$ cat src/rtl/rfzp_pkg.sv
// Shared constants, types and codes for the zero-padded row FIR.
package rfzp_pkg;

	// Parameter defaults
	localparam int MAX_TAPS_DEF    = 8;
	localparam int SAMPLE_BITS_DEF = 16;

	// Fixed field widths
	localparam int COEF_BITS     = 16;
	localparam int COEF_FRAC     = 14;
	localparam int NUM_COEFS     = 8;
	localparam int COEF_IDX_BITS = 3;
	localparam int TAP_BITS      = 4;
	localparam int REG_BITS      = 64;
	localparam int CFG_IDX_BITS  = 2;
	localparam int OUT_BITS      = 16;
	localparam int OUT_MAX       = 2 ** (OUT_BITS - 1) - 1;
	localparam int MAX_RESULTS   = 5;

	// Register reset values
	localparam logic [TAP_BITS-1:0] TAP_COUNT_RST  = TAP_BITS'(1);
	localparam logic [REG_BITS-1:0] COEFS_LOW_RST  = REG_BITS'(16384);
	localparam logic [REG_BITS-1:0] COEFS_HIGH_RST = '0;

	// Register map
	typedef enum logic [CFG_IDX_BITS-1:0] {
		REG_TAP_COUNT  = 2'd0,
		REG_COEFS_LOW  = 2'd1,
		REG_COEFS_HIGH = 2'd2
	} cfg_reg_t;

	// All eight Q2.14 coefficients, tap 0 in the low word
	typedef logic [NUM_COEFS-1:0][COEF_BITS-1:0] coef_vec_t;

	// Control that travels with one result through the datapath
	typedef struct packed {
		logic valid;
		logic row_last;
		logic run_last;
		logic clear;
	} job_flags_t;

	// One output beat
	typedef struct packed {
		logic [OUT_BITS-1:0] filtered;
		logic                row_last;
		logic                run_last;
	} out_beat_t;

	typedef enum logic {
		SEQ_IDLE,
		SEQ_BURST
	} seq_state_t;

endpackage

$ cat src/rtl/rfzp_ofifo.sv
// Output queue with issue credits so results never back up into the tree.
module rfzp_ofifo #(
	parameter int DEPTH = 7
) (
	input  logic                clk,
	input  logic                arst_n,
	input  logic                issue,
	output logic                room,
	input  logic                push,
	input  rfzp_pkg::out_beat_t push_beat,
	output logic                out_valid,
	input  logic                out_stall,
	output rfzp_pkg::out_beat_t out_beat
);
	import rfzp_pkg::*;

	localparam int PTR_W = $clog2(DEPTH);
	localparam int CNT_W = $clog2(DEPTH + 1);

	out_beat_t        mem_q [DEPTH];
	logic [PTR_W-1:0] wr_ptr_q, rd_ptr_q;
	logic [CNT_W-1:0] count_q, cred_q;
	logic             pop;

	assign out_valid = count_q != '0;
	assign pop       = out_valid && !out_stall;
	assign out_beat  = mem_q[rd_ptr_q];
	assign room      = cred_q < CNT_W'(DEPTH);

	// Storage
	always_ff @(posedge clk) begin
		if (push) begin
			mem_q[wr_ptr_q] <= push_beat;
		end
	end

	// Pointers, fill level and credits (results issued but not yet taken)
	always_ff @(posedge clk or negedge arst_n) begin
		if (!arst_n) begin
			wr_ptr_q <= '0;
			rd_ptr_q <= '0;
			count_q  <= '0;
			cred_q   <= '0;
		end else begin
			if (push) begin
				wr_ptr_q <= (wr_ptr_q == PTR_W'(DEPTH - 1)) ? '0 : wr_ptr_q + PTR_W'(1);
			end
			if (pop) begin
				rd_ptr_q <= (rd_ptr_q == PTR_W'(DEPTH - 1)) ? '0 : rd_ptr_q + PTR_W'(1);
			end
			count_q <= count_q + CNT_W'(push) - CNT_W'(pop);
			cred_q  <= cred_q + CNT_W'(issue) - CNT_W'(pop);
		end
	end

	// Every queued beat was issued against a credit
	assert property (@(posedge clk) disable iff (!arst_n)
		count_q <= cred_q)
		else $error("queue holds more beats than credits issued");

	// Credits bound the queue, so a push never meets a full queue
	assert property (@(posedge clk) disable iff (!arst_n)
		push |-> count_q < CNT_W'(DEPTH))
		else $error("push into a full output queue");

	assert property (@(posedge clk) disable iff (!arst_n)
		issue |=> cred_q <= CNT_W'(DEPTH))
		else $error("credit count beyond queue depth");

endmodule

$ cat config.mk
export PLATFORM = sky130hd
export DESIGN_NAME = rfzp_ofifo
export DESIGN_NICKNAME = d
export VERILOG_FILES = /design/src/rtl/rfzp_pkg.sv /design/src/rtl/rfzp_ofifo.sv
export SDC_FILE = /design/constraint.sdc
export NUM_CORES = 1
export LEC_CHECK = 0
export BUFFER_PORTS_ARGS = -buffer_cell sky130_fd_sc_hd__buf_2
export CAP_MARGIN = 20
export CORE_ASPECT_RATIO = 0.9
export CORE_UTILIZATION = 35
export CTS_CLUSTER_DIAMETER = 40
export DETAILED_ROUTE_END_ITERATION = 16
export PLACE_DENSITY = 0.56
export SETUP_SLACK_MARGIN = 0.1
export SLEW_MARGIN = 20
export SYNTH_ARGS = -nofsm -noshare
export SYNTH_HDL_FRONTEND = slang
export SYNTH_SLANG_ARGS = --single-unit
$ cat constraint.sdc
create_clock -name clk -period 5.9 [get_ports clk]
set_input_delay 0.59 -clock clk [delete_from_list [all_inputs] [get_ports clk]]
set_output_delay 0.59 -clock clk [all_outputs]
set_load 0.02 [all_outputs]
==> results of run 1 <==
==> worst reg2reg max path, delay by kind of cell, from the launching register on <==
kind	cells	cell delay, ns
xor gates and xnor gates	2	0.27
adders and majority gates	3	0.81
buffers and inverters	2	0.11
DFF	1	0.44
and+or+nand+nor	2	0.56
==> through the flow <==
stage          total power, mW  cell area [um^2]  worst slack (ns)   util  hold slack, ns
3_3_place_gp              2.51              6220              3.43  0.384           0.493
6_report                  3.48              6800              3.10  0.420          0.0607
5_1_grt                   3.68              6800              2.94  0.420          0.0511
2_1_floorplan             2.26              5820              3.34      -           0.294
4_1_cts                   3.52              6780              2.95  0.419          0.0516
3_5_place_dp              2.54              6220              3.40  0.385           0.502
==> registers in the layout, indices dropped and copies added, names as in the netlist <==
register / cells
wr_ptr_q: 3
mem_q: 126
count_q: 3
cred_q: 3
rd_ptr_q: 3
==> power breakdown <==
| part | total (mW) | switching (mW) | internal (mW) |
|---|---|---|---|
| clock | 0.986 | 0.373 | 0.613 |
| combinational | 1.14 | 0.674 | 0.465 |
| sequential | 1.36 | 0.123 | 1.24 |
==> cells by family after synthesis <==
logic type | synth area share
fa+ha+maj | 0.0176
xor+xnor | 0.00452
compound gates | 0.0918
simple gates | 0.0404
buf+inv | 0.0348
mux | 0.109
flops | 0.702
==> cell type report <==
| class | instances | area, um^2 | share of cell area |
|---|---|---|---|
| Sequential cell | 138 | 4090 | 0.601 |
| Clock buffer | 18 | 429 | 0.0631 |
| Inverter | 11 | 41.3 | 0.00607 |
| Timing Repair Buffer | 52 | 298 | 0.0438 |
| Multi-Input combinational cell | 149 | 1560 | 0.229 |
| Tap cell | 207 | 259 | 0.0381 |
| Clock inverter | 14 | 131 | 0.0193 |
==> cell usage in the layout, fill, tap and decap left out, types with 4 or more instances in the layout <==
master,n
sky130_fd_sc_hd__clkbuf_16,17
sky130_fd_sc_hd__buf_4,9
sky130_fd_sc_hd__nand2_1,5
sky130_fd_sc_hd__dfrtp_1,11
sky130_fd_sc_hd__or2b_1,6
sky130_fd_sc_hd__mux2_4,16
sky130_fd_sc_hd__o221ai_2,16
sky130_fd_sc_hd__nand2b_1,16
sky130_fd_sc_hd__ha_1,5
sky130_fd_sc_hd__mux2i_1,36
sky130_fd_sc_hd__o211ai_2,16
sky130_fd_sc_hd__inv_1,11
sky130_fd_sc_hd__buf_2,42
sky130_fd_sc_hd__clkinvlp_4,5
sky130_fd_sc_hd__clkinv_1,4
sky130_fd_sc_hd__edfxtp_1,126
==> final timing paths <==
path	from	to	slack, ns	cells after the start
setup reg to reg	count_q[1]$_DFF_PN0_	count_q[2]$_DFF_PN0_	3.61	9
min in group clk	issue	cred_q[0]$_DFF_PN0_	0.41	2
hold / removal	arst_n	count_q[0]$_DFF_PN0_	0.06	1
max in group asynchronous	arst_n	rd_ptr_q[1]$_DFFE_PN0P_	5.57	1
hold reg to reg	wr_ptr_q[1]$_DFFE_PN0P_	wr_ptr_q[1]$_DFFE_PN0P_	0.55	2
setup / recovery	rd_ptr_q[1]$_DFFE_PN0P_	out_beat[6]	3.10	5
==> layer usage <==
layer / global-route usage / wire length (um) / vias up
met1: 0.170 / 4770 / 1423
met2: 0.218 / 5200 / 53
li1: - / - / 1345
met5: 0 / 0 / -
met3: 0.0505 / 414 / 13
met4: 0.0499 / 144 / 0
==> impl.org, run 1 <==
** Placed design
- Routability-driven placement finished with a final weighted congestion of 0.647.
- Detailed-placement wirelength estimate :: 6.09 mm
- The number of placed instances, taps included, is 556.
- Number of port buffers :: 42

** STA
- Maximum achievable frequency :: 357 MHz
- Unrepaired setup endpoints after global routing :: false
- Count of pins over their slew limit :: 0
- Setup violations remaining at the end of the flow were counted as 0.
- Slew at the pin closest to its max-slew limit :: 1.06 ns
- Final critical delay including setup and external delays :: 2.80 ns
- The final hold violation count came to 0.
- Crit share post-route :: 0.475
- After routing, the total negative slack on setup checks comes to 0 ns.
- The worst pin sits at a relative slew slack of 0.296.
- Fin Clk Skew :: 0.00791 ns

** Synth
- Post-synth cell types :: 35
- The most common cell in the synthesized netlist is sky130_fd_sc_hd__edfxtp_1.
- Synth warnings :: 0
- The synthesized design contains 138 register bits.
- Sorting the synthesized cells by how often they occur yields 126 x sky130_fd_sc_hd__edfxtp_1, 36 x sky130_fd_sc_hd__mux2i_1.
- Synthesis produced 317 cells.
- Top flip-flop cell by instance count after synthesis :: sky130_fd_sc_hd__edfxtp_1
- Post-synthesis area per instance :: 18.4 um^2
- Async set or reset register ratio after synthesis :: 0.0870
- Top cells by area in the synthesized netlist :: sky130_fd_sc_hd__edfxtp_1 65%, sky130_fd_sc_hd__mux2i_1 6.2%, sky130_fd_sc_hd__dfrtp_1 5.2%, sky130_fd_sc_hd__mux2_4 4.1%, sky130_fd_sc_hd__o221ai_2 4.1%
- Synthesis produced a netlist with a net count of 347.
- Area share of the largest cell type after synthesis :: 0.650
- Number of enable-type register cells in the synthesized netlist :: 126
- Largest area contributor in the synthesized netlist :: sky130_fd_sc_hd__edfxtp_1
- Proportion of synthesized chip area in sequential cells :: 0.702
- Cell area after synthesis :: 5820 um^2

** Clock tree
- Clock Root Buffer :: sky130_fd_sc_hd__clkbuf_16
- The clock net in this run drives a total of 138 sinks.
- TritonCTS built the clock tree.
- Clock slew seen by the registers of the worst setup and hold paths :: 0.06 ns
- Largest buffer count on any clock path :: 2
- Hold Buf Count CTS :: 0
- Post-cts sizing count :: 0
- Total clock buffers created by CTS :: 17
- Buffers inserted during post-CTS setup optimization :: 0
- H-Tree Depth :: 4
- The clock reaches the later pin of the worst-skew pair after 0.41 ns.

** Route
- Post-DR wirelength/cell :: 17.9 um
- Summed over all layers, the routed wires come to 10.5 mm.
- For this run, design rule violations remaining after detail routing come to 0.
- Post-route antenna net violation count :: 0
- In this run, the number of DRC markers left after iteration 0 of detailed routing was 123.
- For this block, the via count after detailed routing is 2834.
- Drt pass-1 iters :: 4
- Per-cell via count in the routed design :: 4.81

** GRT
- The initial antenna violation count was 0.
- The first global-routing pass estimated 16.4 mm of wire.
- Vias in the first global route :: 2921
- Pin count of the biggest net entering global routing :: 77
- Total GRT Usage :: 0.138
- Gr ovfl total :: 0

** Die
- Area of the core :: 16200 um^2
- Site Rows :: 44
- Die footprint :: 17100 um^2
- I/O pins :: 43
- Measured along the y axis, the die boundary spans 124 um.
- The initial utilization of the core area, before any placement, comes to 0.360.
- The die is 138 um wide.

** Power
- IR analysis of the VDD net gives a maximum drop of 0.294 mV.
- Power density over the cells :: 512 nW/um^2
- The analysis attributes to cell leakage a power of 2.41 nW.

** Setup path
- The slowest stage of the critical path belongs to the cell sky130_fd_sc_hd__dfrtp_4.
- Worst EP required :: 5.31 ns
- The worst setup path is launched from a register.
- Traced cell by cell, the critical path runs through buf_12 -> or2b_1 -> o211ai_2 -> o221ai_2 -> buf_2.
- Arrival time worst endpoint :: 2.21 ns
- Kind of cell with the highest combined delay on the critical path :: flip-flops
- The critical path contains buffers and inverters numbering 2 combined.
- Worst setup path category :: register to primary output
- The worst setup path is captured at a primary output.
- Delay of the slowest cell on the worst path :: 0.79 ns
- Largest fanout on the critical path :: 39

** Cells and area
- Filler Cell Count :: 1456
- Diode count :: 0
- The final layout contains 399 nets.
- The area growth from synthesis to layout is 16.9%.
- Finished Layout Cells :: 589
- Share of layout cells above drive strength 1 :: 0.359

** Min path
- Path type of the worst min-delay path :: input pin to async pin

** Status
- Run status :: complete, no violations

** Flow run
- The tool flagged a number of max-cap violations equal to 0.
(Power assumes the default switching activity.)
==> inputs of run 2 (changes only) <==
==> constraint.sdc (replaced) <==
create_clock -name clk -period 2.7 [get_ports clk]
set_input_delay 0.27 -clock clk [delete_from_list [all_inputs] [get_ports clk]]
set_output_delay 0.27 -clock clk [all_outputs]
set_load 0.02 [all_outputs]
==> impl.org, run 2 (synthesis results as in run 1) <==
** Route
- Met2 routed WL :: 4.96 mm
- In this run the remaining antenna-violating nets after routing total 0.
- Per-cell via count in the routed design :: 4.83
- Drt pass-1 iters :: 4
- The detailed router finished its first iteration with 173 violations.
- For this block, the routed nets add up to 10.7 mm of wire.
- In the final routed layout, each cell accounts on average for 18.0 um.
- Routed metal-1 wirelength :: 5.15 mm
- Across all layers, the routed design uses 2875 vias.
- DRC Markers :: 0
- Highest metal layer used by the detailed router :: met4
- After detailed routing, the met3 layer carries 452 um of wire.

** Placed design
- Detailed placement ended at an HPWL of 6.25 mm.
- Input and output buffers added on the ports amount to 42.
- Placer Congestion :: 0.672

** Setup path
- Largest fanout on the critical path :: 44
- Data on the critical path is required at its endpoint by 2.43 ns.
- Data on the critical path arrives at its endpoint at 2.17 ns.
- Crit end category :: primary output
- The worst setup path is launched from a register.
- Worst setup path category :: register to primary output

** Power
- Power spread over the standard cell area amounts to 1130 nW/um^2.
- Leakage power figure :: 2.45 nW
- VDD sags by at most 0.544 mV.

** Cells and area
- The top cell types in the final layout, fill and taps aside, are 126 x sky130_fd_sc_hd__edfxtp_1, 42 x sky130_fd_sc_hd__buf_2, 36 x sky130_fd_sc_hd__mux2i_1.
- 0 antenna diodes ended up in the layout.
- Area growth from synthesis to layout :: 18.3%
- Share of layout cells above drive strength 1 :: 0.371
- Most common cell after layout, fill and taps aside :: sky130_fd_sc_hd__edfxtp_1
- Filler Cell Count :: 1456
- Layout Nets :: 405
- Number of flip-flops in the largest register :: 126
- Largest Register :: mem_q
- Multi-input combinational cell area :: 1550 um^2
- Summing all flip-flop and latch instances after layout gives 4090 um^2.

** GRT
- The initial antenna violation count was 0.
- After global routing the overflow that remains totals 0.
- The first global-routing pass estimated 16.6 mm of wire.
- The number of global-route vias before repair was 2937.
- In the global route stage, overall resource usage came out at 0.137.
- Entering global routing, the biggest net connects 45 pins.

** STA
- The count of pins over their slew limit is 0.
- Fin Clk Skew :: 0.00538 ns
- Summed over all failing endpoints, the final setup total negative slack is 0 ns.
- At the pin with the least slew margin, the transition time is 0.655 ns.
- Setup repair after global routing left no endpoint under its margin.
- Post-route worst hold slack :: 0.0841 ns
- Setup violations remaining at the end of the flow were counted as 0.
- Measured against its own limit, the worst slew margin works out to 0.563.
- Final hold violation count :: 0
- The worst path needs 2.44 ns of the cycle, external delays included.
- Maximum achievable frequency :: 410 MHz
- In the finished design, the share of the clock period the worst path needs comes to 0.904.

** Flow run
- Max-cap violations in this run came to 0.

** Status
- The flow ran to the end, and the final reports show no timing, DRC or antenna violations.

** Die
- Site Rows :: 44
- The die covers 17100 um^2.
- The initial utilization of the core area, before any placement, comes to 0.360.
- I/O pins :: 43
- Die height :: 124 um
- The floorplan step set the die width to 138 um.
- Area of the core :: 16200 um^2

** Clock tree
- In this run, CTS created clock tree buffers numbering 17.
- The H-tree was split into 4 levels.
- Worst-Skew Late Latency :: 0.42 ns
- Clock tree synthesis selected as its root buffer the cell sky130_fd_sc_hd__clkbuf_16.
- Largest buffer count on any clock path :: 2
- For this design, the sink count on the clock tree is 138.
- After clock tree synthesis, the clock-pin slew on the worst setup and hold paths is 0.06 ns.
- TritonCTS built the clock tree.

** Min path
- Path type of the worst min-delay path :: input pin to register
run 2: cell count changes in the layout (fill, tap and decap cells not counted):
cell	before	now
sky130_fd_sc_hd__nor2_4	1	0
sky130_fd_sc_hd__clkinv_1	4	1
sky130_fd_sc_hd__dfrtp_1	11	10
sky130_fd_sc_hd__bufinv_16	2	3
sky130_fd_sc_hd__dfrtp_2	0	1
sky130_fd_sc_hd__dlygate4sd3_1	0	1
sky130_fd_sc_hd__clkbuf_1	1	3
sky130_fd_sc_hd__buf_4	9	13
sky130_fd_sc_hd__buf_12	1	2
sky130_fd_sc_hd__nor2_2	1	2
run 2: final timing paths:
kind / start / endpoint / slack, ns / depth (start not counted)
worst max-delay path: rd_ptr_q[1]$_DFFE_PN0P_ / out_beat[8] / 0.26 / 4
worst min-delay path: issue / cred_q[0]$_DFF_PN0_ / 0.08 / 2
worst max register to register: count_q[1]$_DFF_PN0_ / count_q[2]$_DFF_PN0_ / 0.51 / 9
worst min register to register: cred_q[2]$_DFF_PN0_ / cred_q[2]$_DFF_PN0_ / 0.56 / 2
max in group asynchronous: arst_n / rd_ptr_q[1]$_DFFE_PN0P_ / 2.18 / 2
min in group asynchronous: arst_n / cred_q[0]$_DFF_PN0_ / 0.26 / 2
run 2: stage by stage:
stage	setup WS (ns)	instance area, um^2	util	cells	total power, mW
global route	0.140	6890	0.425	595	8.21
global placement	0.548	6290	0.389	562	5.57
floorplan	0.279	5820	-	317	4.93
finish	0.259	6890	0.425	595	7.81
detailed placement	0.512	6290	0.389	562	5.62
CTS	0.213	6890	0.425	595	7.93
run 2: power by group:
group	total, mW	switching, mW	internal (mW)	leakage [nW]
clock	2.29	0.848	1.44	0.270
sequential	3.01	0.314	2.70	1.29
combinational	2.51	1.44	1.07	0.895
run 2: timing repair:
item,4_1_cts,5_1_grt
gates resized for setup,1,0
hold buffers,1,0
buffers inserted,0,0
endpoints found under the hold margin,12,0
endpoints found under the setup margin,1,0
run 2: area by class of cell:
type / count / area share
Inverter: 11 / 0.00600
Clock buffer: 20 / 0.0634
Multi-Input combinational cell: 149 / 0.225
Timing Repair Buffer: 58 / 0.0520
Clock inverter: 12 / 0.0218
Tap cell: 207 / 0.0376
Sequential cell: 138 / 0.594
run 2: routing by layer:
| layer | GRT usage | vias to the layer above |
|---|---|---|
| li1 | - | 1364 |
| met1 | 0.185 | 1451 |
| met2 | 0.202 | 43 |
| met3 | 0.0468 | 17 |
| met4 | 0.0556 | 0 |
| met5 | 0 | - |
run 2: critical path, cell delays in order (launching register included):
cell	delay (ns)
sky130_fd_sc_hd__dfrtp_4	0.83
sky130_fd_sc_hd__buf_4	0.32
sky130_fd_sc_hd__mux2i_1	0.26
sky130_fd_sc_hd__o221ai_2	0.13
sky130_fd_sc_hd__buf_2	0.17
